File: src/rtl/core/bsc_pkg.sv
package bsc_pkg;

  localparam int NUM_STAGES = 9;

  localparam int RAW_W   = 24;
  localparam int CAL_W   = 16;
  localparam int TEMP_W  = 19;
  localparam int PRESS_W = 32;
  localparam int IDX_W   = 3;

  // 20.00 C and -15.00 C thresholds of the second-order correction
  localparam int TEMP_REF  = 2000;
  localparam int TEMP_COLD = -1500;

  typedef enum logic [IDX_W-1:0] {
    REG_PRESS_SENS  = 3'd0,
    REG_PRESS_OFF   = 3'd1,
    REG_SENS_TCOEF  = 3'd2,
    REG_OFF_TCOEF   = 3'd3,
    REG_REF_TEMP    = 3'd4,
    REG_TEMP_SLOPE  = 3'd5
  } cfg_reg_t;

endpackage

File: src/rtl/core/bsc_pipe_ctrl.sv
module bsc_pipe_ctrl #(
  parameter int NumStages = bsc_pkg::NUM_STAGES
) (
  input  logic                 clk,
  input  logic                 rst_n,
  input  logic                 in_valid,
  output logic                 in_ready,
  output logic                 out_valid,
  input  logic                 out_ready,
  output logic [NumStages-1:0] stage_en
);

  logic [NumStages-1:0] vld_r;
  logic [NumStages-1:0] vld_nxt;

  // a stage loads when empty or when its word moves on
  always_comb begin
    stage_en[NumStages-1] = !vld_r[NumStages-1] || out_ready;
    for (int k = NumStages - 2; k >= 0; k--) begin
      stage_en[k] = !vld_r[k] || stage_en[k+1];
    end
  end

  always_comb begin
    vld_nxt = vld_r;
    if (stage_en[0]) begin
      vld_nxt[0] = in_valid;
    end
    for (int k = 1; k < NumStages; k++) begin
      if (stage_en[k]) begin
        vld_nxt[k] = vld_r[k-1];
      end
    end
  end

  always_ff @(posedge clk) begin
    if (!rst_n) begin
      vld_r <= '0;
    end else begin
      vld_r <= vld_nxt;
    end
  end

  assign in_ready  = stage_en[0];
  assign out_valid = vld_r[NumStages-1];

endmodule

File: config.mk
export PLATFORM = sky130hd
export DESIGN_NAME = bsc_pipe_ctrl
export DESIGN_NICKNAME = d
export VERILOG_FILES = /design/src/rtl/core/bsc_pkg.sv /design/src/rtl/core/bsc_pipe_ctrl.sv
export SDC_FILE = /design/constraint.sdc
export NUM_CORES = 1
export LEC_CHECK = 0
export BUFFER_PORTS_ARGS = -buffer_cell sky130_fd_sc_hd__buf_2
export CORE_AREA = 2 2 39 41
export DETAILED_ROUTE_END_ITERATION = 10
export DIE_AREA = 0 0 41 43
export SLEW_MARGIN = 5
export SYNTH_ARGS = -nofsm -noshare
export SYNTH_HDL_FRONTEND = slang
export SYNTH_SLANG_ARGS = --single-unit
File: constraint.sdc
create_clock -name clk -period 1.4 [get_ports clk]
set_clock_uncertainty 0.05 [all_clocks]
set_input_delay 0.14 -clock clk [delete_from_list [all_inputs] [get_ports clk]]
set_output_delay 0.14 -clock clk [all_outputs]
set_load 0.1 [all_outputs]
==> impl_metrics.py, run 1 <==
metrics = {
    "layout": {
        "diodes": 0,
        "largest_reg_flops": 9,
        "drive_gt1_share_pct": 60.6,
        "fin_cells": 87,
        "top_regs": "vld_r (9)",
        "nets": 76,
        "area_growth_syn_to_layout_pct": 98.0,
        "fin_area_um2": 746,
        "finish.utilization_pct": 53.9,
        "largest-register": "vld_r",
    },
    "power": {
        "internal_power_uw": 377,
        "pwr-share-comb_pct": 4.0,
        "p_leak_nw": 0.314,
        "p_seq_share_pct": 55.8,
        "p_switching_uw": 96.0,
        "ir_drop_uv": 481,
        "power_density_nw_per_um2": 634,
        "clock_power_share_pct": 40.3,
        "switching_share_pct": 20.3,
        "power.total_uw": 473,
    },
    "timing": {
        "setup_viol": 8,
        "worst_slew_pin_slew_ns": 0.482,
        "fin_hold_ws_ns": 0.0338,
        "period_minus_slack_ns": 1.63,
        "rsz0062_at_grt": "true",
        "hold_violations": 0,
        "setup_tns_ns": -1.18,
        "fin_ws_ns": -0.231,
        "finalMaxSlewViolations": 0,
        "slew_headroom_pct": 68.1,
        "min_period_over_period_pct": 116,
        "fmax_mhz": 613,
    },
    "floorplan": {
        "coreArea_um2": 1380,
        "die_height_um": 43,
        "ios": 15,
        "fp.dieW_um": 41,
        "start_util_pct": 27.2,
        "rows": 14,
        "die_area_um2": 1760,
    },
    "worst_hold_path": {
        "hold_path_class": "in2reg",
        "worstHoldPathCells": 3,
        "holdPathEnd": "vld_r[0]$_SDFFE_PN0P_",
        "worstHoldStart": "in_valid",
    },
    "status": {
        "outcome": "finished with violations",
        "violations": "setup timing",
    },
    "worst_setup_path": {
        "end_kind": "primary output",
        "arrival_ns": 1.44,
        "critical_path.startpoint_type": "register",
        "rr_endpoint": "vld_r[0]$_SDFFE_PN0P_",
        "reg2reg_slack_ns": 0.01,
        "crit_fanout": 4,
        "worstPathRequired_ns": 1.21,
        "rr_worst_depth": 7,
        "path_class": "reg2out",
        "rr_startpoint": "vld_r[8]$_SDFFE_PN0P_",
    },
    "clock_network": {
        "cts_sinks": 9,
        "clockRootBuffer": "clkbuf_4",
        "clk_pin_slew_ns": 0.06,
        "clockBufferDepth": 2,
        "cts_tree": "yes",
        "cts_buffers": 3,
        "h-tree-depth": 1,
        "clk_latency_ns": 0.25,
    },
    "global_routing": {
        "track_usage_pct": 10.4,
        "grt_pass1_wl_um": 1200,
        "grt_pass1_vias": 308,
        "antenna_found_initial": 0,
        "grt_max_degree": 14,
        "grt_overflow": 0,
    },
    "synthesis": {
        "ys_types": 17,
        "synth-seq-cells": 9,
        "syn_nets": 48,
        "synth_area_um2": 377,
        "synthCells": 44,
        "ys_seq_area_share_pct": 47.8,
        "synth_warnings": 0,
        "avgSynthCellArea_um2": 8.56,
    },
    "flow_run": {
        "cap_viol_max_count": 0,
    },
    "route": {
        "post_drt_via_cell_ratio": 4.31,
        "wire_per_inst_um": 9.22,
        "vias": 375,
        "drt-total-wl_um": 802,
        "antenna_left": 0,
        "drtIter0Drc": 5,
        "dr.pass1.iters": 4,
        "drcViolationCount": 0,
    },
    "placed_design": {
        "post-place-ws_ns": -0.00625,
        "dpl.hpwl_um": 565,
        "dp_cells": 79,
        "post_dp_cell_area_um2": 639,
        "gp_congestion": 0.699,
        "port_buffers": 14,
    },
}
-- layout by cell type (no fill, tap or decap), types with 2 or more instances in the layout --
| cell type | count |
|---|---|
| dfxtp_1 | 7 |
| nand3_1 | 3 |
| buf_12 | 7 |
| nand2_2 | 2 |
| buf_2 | 4 |
| buf_6 | 2 |
| o21ai_2 | 3 |
| nand3_4 | 2 |
| clkbuf_4 | 3 |
| o21a_1 | 3 |
| nand2_1 | 8 |
| buf_4 | 11 |
-- power groups by stage --
stage	registers (mW)	logic, mW	clock network [mW]
after floorplan	0.270	0.0102	0
after CTS	0.263	0.0188	0.204
final	0.264	0.0188	0.190
after global placement	0.269	0.0185	0
after detailed placement	0.269	0.0188	0
after global routing	0.264	0.0209	0.221
-- cell usage after synthesis (all sizes together) --
master  number  share of area [%]
nand2b       1                1.7
nand3        5                6.6
o21ai        4                7.3
dfxtp        9                 48
nand2       10                 10
inv          4                4.0
nor2         1                1.7
and3b        1                2.7
buf          1                2.0
nor3         1                4.3
o21a         3                6.0
a21oi        1                1.3
clkbuf       1                1.0
nor2b        1                1.7
a21boi       1                2.0
-- worst max path at each step --
stage,cells after the start,endpoint,slack [ns],startpoint
3_3_place_gp,5,in_ready,0.004,vld_r[7]$_SDFFE_PN0P_
2_1_floorplan,5,stage_en[0],-0.59,vld_r[8]$_SDFFE_PN0P_
4_1_cts,5,stage_en[0],-0.24,vld_r[8]$_SDFFE_PN0P_
5_1_grt,5,stage_en[1],-0.31,vld_r[8]$_SDFFE_PN0P_
6_report,5,stage_en[0],-0.23,vld_r[8]$_SDFFE_PN0P_
3_5_place_dp,5,stage_en[0],-0.006,vld_r[8]$_SDFFE_PN0P_
-- cell type report --
type | instances | area, µm²
Clock buffer | 4 | 26.3
Fill cell | 128 | 638
Inverter | 4 | 25.0
Multi-Input combinational cell | 29 | 209
Sequential cell | 9 | 185
Tap cell | 16 | 20.0
Timing Repair Buffer | 25 | 280
-- layer usage --
metal | wire [µm] | vias up | track usage, %
met2 | 435 | 13 | 14.1
met1 | 305 | 163 | 11.7
li1 | - | 199 | -
met4 | 0 | 0 | 4.00
met5 | 0 | - | 0
met3 | 61 | 0 | 8.38
-- worst max-delay path, cell delays in order, from the launching register on --
cell     delay [ns]
dfxtp_4        0.34
and3b_2        0.24
inv_8          0.05
nor3_4         0.22
nand3_4        0.10
buf_4          0.24
-- cells by family (layout without fill, tap and decap cells) --
family | count (synthesis) | after routing | synth area share (%)
and+or+nand+nor | 20 | 20 | 28.6
AOI/OAI and AO/OA | 9 | 9 | 16.6
DFF | 9 | 9 | 47.8
buffers and inverters | 6 | 33 | 6.98
-- repair_timing --
action,CTS,global route
endpoints found under the setup margin,8,9
pin swaps,3,4
hold buffers,0,0
gates cloned,0,0
gates resized for setup,9,6
buffers inserted,2,2
No activity file was read; power rests on OpenSTA's default activity.
==> run 2, diff against run 1 <==
--- a/config.mk
+++ b/config.mk
@@ -5,8 +5,11 @@
 export SDC_FILE = /design/constraint.sdc
 export NUM_CORES = 1
 export LEC_CHECK = 0
+export ABC_AREA = 1
 export BUFFER_PORTS_ARGS = -buffer_cell sky130_fd_sc_hd__buf_2
+export CAP_MARGIN = 10
 export CORE_AREA = 2 2 39 41
+export CTS_CLUSTER_DIAMETER = 60
 export DETAILED_ROUTE_END_ITERATION = 10
 export DIE_AREA = 0 0 41 43
 export SLEW_MARGIN = 5
==> run 2 against run 1 <==
Net effect:
- worst setup slack gained 0.066 ns
- die area is the same
- the run still ends with setup timing left
- critical path type unchanged
- cell area shrank 13%
- wire length shrank 9.2%
- synthesized cell count shrank 6.8%
- sequential power is essentially flat
- largest cell class unchanged
- area after synthesis shrank 3.3%
- via count shrank 10%
- critical endpoint is now in_ready
- combinational power shrank 18%
==> impl_metrics.py, run 2 <==
metrics = {
    "worst_setup_path": {
        "critical_path.startpoint_type": "register",
        "worstPathCellList": "nand3_4 > nor2_4 > nand4_4 > nor2_4 > nand3_4 > buf_6",
        "rr_startpoint": "vld_r[7]$_SDFFE_PN0P_",
        "end_kind": "primary output",
        "critPathBufInv": 1,
        "path_class": "reg2out",
        "cpMaxStageDelayCell": "dfxtp_2",
        "crit_fanout": 4,
        "setup.worst_path.start": "vld_r[7]$_SDFFE_PN0P_",
        "arrival_ns": 1.38,
        "critical-path-top-delay-family": "simple AND/OR/NAND/NOR gates",
        "cpPeakStageDelay_ns": 0.35,
        "worstPathRequired_ns": 1.21,
    },
    "floorplan": {
        "coreArea_um2": 1380,
        "die_height_um": 43,
        "start_util_pct": 26.3,
        "fp.dieW_um": 41,
        "die_area_um2": 1760,
        "ios": 15,
        "rows": 14,
    },
    "timing": {
        "finalMaxSlewViolations": 0,
        "fin_ws_ns": -0.165,
        "setup_viol": 8,
        "worst_slew_pin_slew_ns": 0.484,
        "setup_tns_ns": -0.856,
        "rsz0062_at_grt": "true",
        "period_minus_slack_ns": 1.57,
        "hold_violations": 0,
        "slew_headroom_pct": 67.9,
        "min_period_over_period_pct": 112,
        "fmax_mhz": 639,
    },
    "power": {
        "switching_share_pct": 21.4,
        "ir_drop_uv": 327,
        "p_leak_nw": 0.274,
        "power.total_uw": 477,
        "power_density_nw_per_um2": 736,
        "p_switching_uw": 102,
        "pwr-share-comb_pct": 3.2,
        "internal_power_uw": 374,
        "p_seq_share_pct": 55.3,
        "clock_power_share_pct": 41.5,
    },
    "layout": {
        "drive_gt1_share_pct": 54.7,
        "top_regs": "vld_r (9)",
        "diodes": 0,
        "fillers": 124,
        "largest_reg_flops": 9,
        "fin_cells": 80,
        "most-common-layout-cells": "inv_1 (10), a21oi_1 (7), dfxtp_1 (7), buf_4 (6)",
        "largest-register": "vld_r",
        "nets": 69,
        "area_growth_syn_to_layout_pct": 78.0,
        "multiInputGateArea_um2": 156,
        "seqCellArea_um2": 185,
        "final_common_cell": "inv_1",
    },
    "placed_design": {
        "port_buffers": 14,
        "gp_congestion": 0.649,
        "dpl.hpwl_um": 507,
        "dp_cells": 73,
    },
    "status": {
        "violations": "setup timing",
        "outcome": "finished with violations",
    },
    "synthesis": {
        "ys.flop_type": "dfxtp_1",
        "synth_common_cells": "inv_1 (11), dfxtp_1 (9), a21oi_1 (7), nand2_1 (3)",
        "yosysTopAreaCell": "dfxtp_1",
        "synth_area_leaders": "dfxtp_1 (49%), inv_1 (11%), a21oi_1 (9.6%)",
        "ys_seq_area_share_pct": 49.5,
        "synthCells": 41,
        "synthArstFlopShare_pct": 0,
        "synth-seq-cells": 9,
        "avgSynthCellArea_um2": 8.88,
        "ys_types": 12,
        "syn_nets": 45,
        "yosysMostFrequentCell": "inv_1",
        "synth_warnings": 0,
        "synth-edff-count": 0,
        "netlist.area_leader.share_pct": 49.5,
        "synth_area_um2": 364,
    },
    "global_routing": {
        "grt_pass1_wl_um": 1260,
        "antenna_found_initial": 0,
        "grt_pass1_vias": 327,
        "grt_overflow": 0,
        "track_usage_pct": 11.5,
        "grt_max_degree": 9,
    },
    "route": {
        "antenna_left": 0,
        "post_drt_via_cell_ratio": 4.20,
        "vias": 336,
        "dr.pass1.iters": 4,
        "drt-total-wl_um": 728,
        "drcViolationCount": 0,
        "wire_per_inst_um": 9.10,
        "drtIter0Drc": 3,
    },
    "clock_network": {
        "clockBufferDepth": 2,
        "clk_pin_slew_ns": 0.06,
        "cts_sinks": 9,
        "cts_tree": "yes",
        "h-tree-depth": 1,
        "clockRootBuffer": "clkbuf_4",
        "clk_latency_ns": 0.26,
        "cts_buffers": 3,
    },
    "flow_run": {
        "cap_viol_max_count": 0,
    },
    "worst_hold_path": {
        "hold_path_class": "in2reg",
        "worstHoldStart": "rst_n",
    },
}
-- run 2: cell count changes in the layout (fill, tap and decap cells not counted), sizes merged, moves of 2 or more --
cell | before | now
inv | 4 | 12
nor2 | 1 | 5
nand2 | 10 | 3
a21oi | 1 | 7
nand3 | 5 | 2
o21ai | 4 | 0
buf | 25 | 20
o21a | 3 | 1
-- run 2: power groups by stage --
stage / combinational (mW) / clock (mW) / sequential (mW)
after detailed placement: 0.0156 / 0 / 0.269
after global placement: 0.0152 / 0 / 0.269
final: 0.0154 / 0.198 / 0.263
after CTS: 0.0157 / 0.211 / 0.263
after floorplan: 0.00906 / 0 / 0.269
after global routing: 0.0175 / 0.222 / 0.264
-- run 2: layout make-up --
| cell class | instances | area share, % |
|---|---|---|
| sequential | 9 | 28.6 |
| timing repair buffer | 20 | 33.2 |
| tap | 16 | 3.09 |
| clock buffer | 4 | 4.05 |
| inverter | 12 | 6.95 |
| multi-input combinational | 19 | 24.1 |
-- run 2: cell families (layout without fill, tap and decap cells) --
family	count (synthesis)	count (layout)	share of synthesized area (%)
compound gates	8	8	11.7
buf+inv	13	36	14.4
simple gates	11	11	24.4
flops	9	9	49.5
-- run 2: worst paths after layout --
path	depth (start not counted)	end	slack, ns
hold reg to reg	2	vld_r[8]$_SDFFE_PN0P_	0.42
setup / recovery	6	in_ready	-0.17
setup reg to reg	7	vld_r[2]$_SDFFE_PN0P_	0.16
hold / removal	2	vld_r[2]$_SDFFE_PN0P_	0.05
-- run 2: routing by layer --
metal	part of all wire, %	wire [µm]	track usage [%]	vias to the layer above
li1	-	-	-	173
met1	38	279	11.3	153
met2	56	408	16.3	8
met3	3.3	24	3.14	2
met4	2.2	16	14.0	0
met5	0	0	0	-
-- run 2: metrics by stage --
| stage | hold slack (ns) | cell area, µm² | setup slack (ns) | util (%) |
|---|---|---|---|---|
| after global placement | 0.314 | 523 | -0.00375 | 37.8 |
| after detailed placement | 0.317 | 523 | -0.0210 | 37.8 |
| after floorplan | 0.208 | 392 | -1.24 | - |
| after global routing | 0.0395 | 648 | -0.255 | 46.8 |
| after CTS | 0.0393 | 636 | -0.202 | 45.9 |
| final | 0.0467 | 648 | -0.165 | 46.8 |
-- run 2: repair_timing --
action / in CTS / in global routing
buffers inserted: 2 / 1
endpoints found under the setup margin: 8 / 8
resized for setup: 22 / 1
pin swaps: 1 / 1
hold buffers: 0 / 0
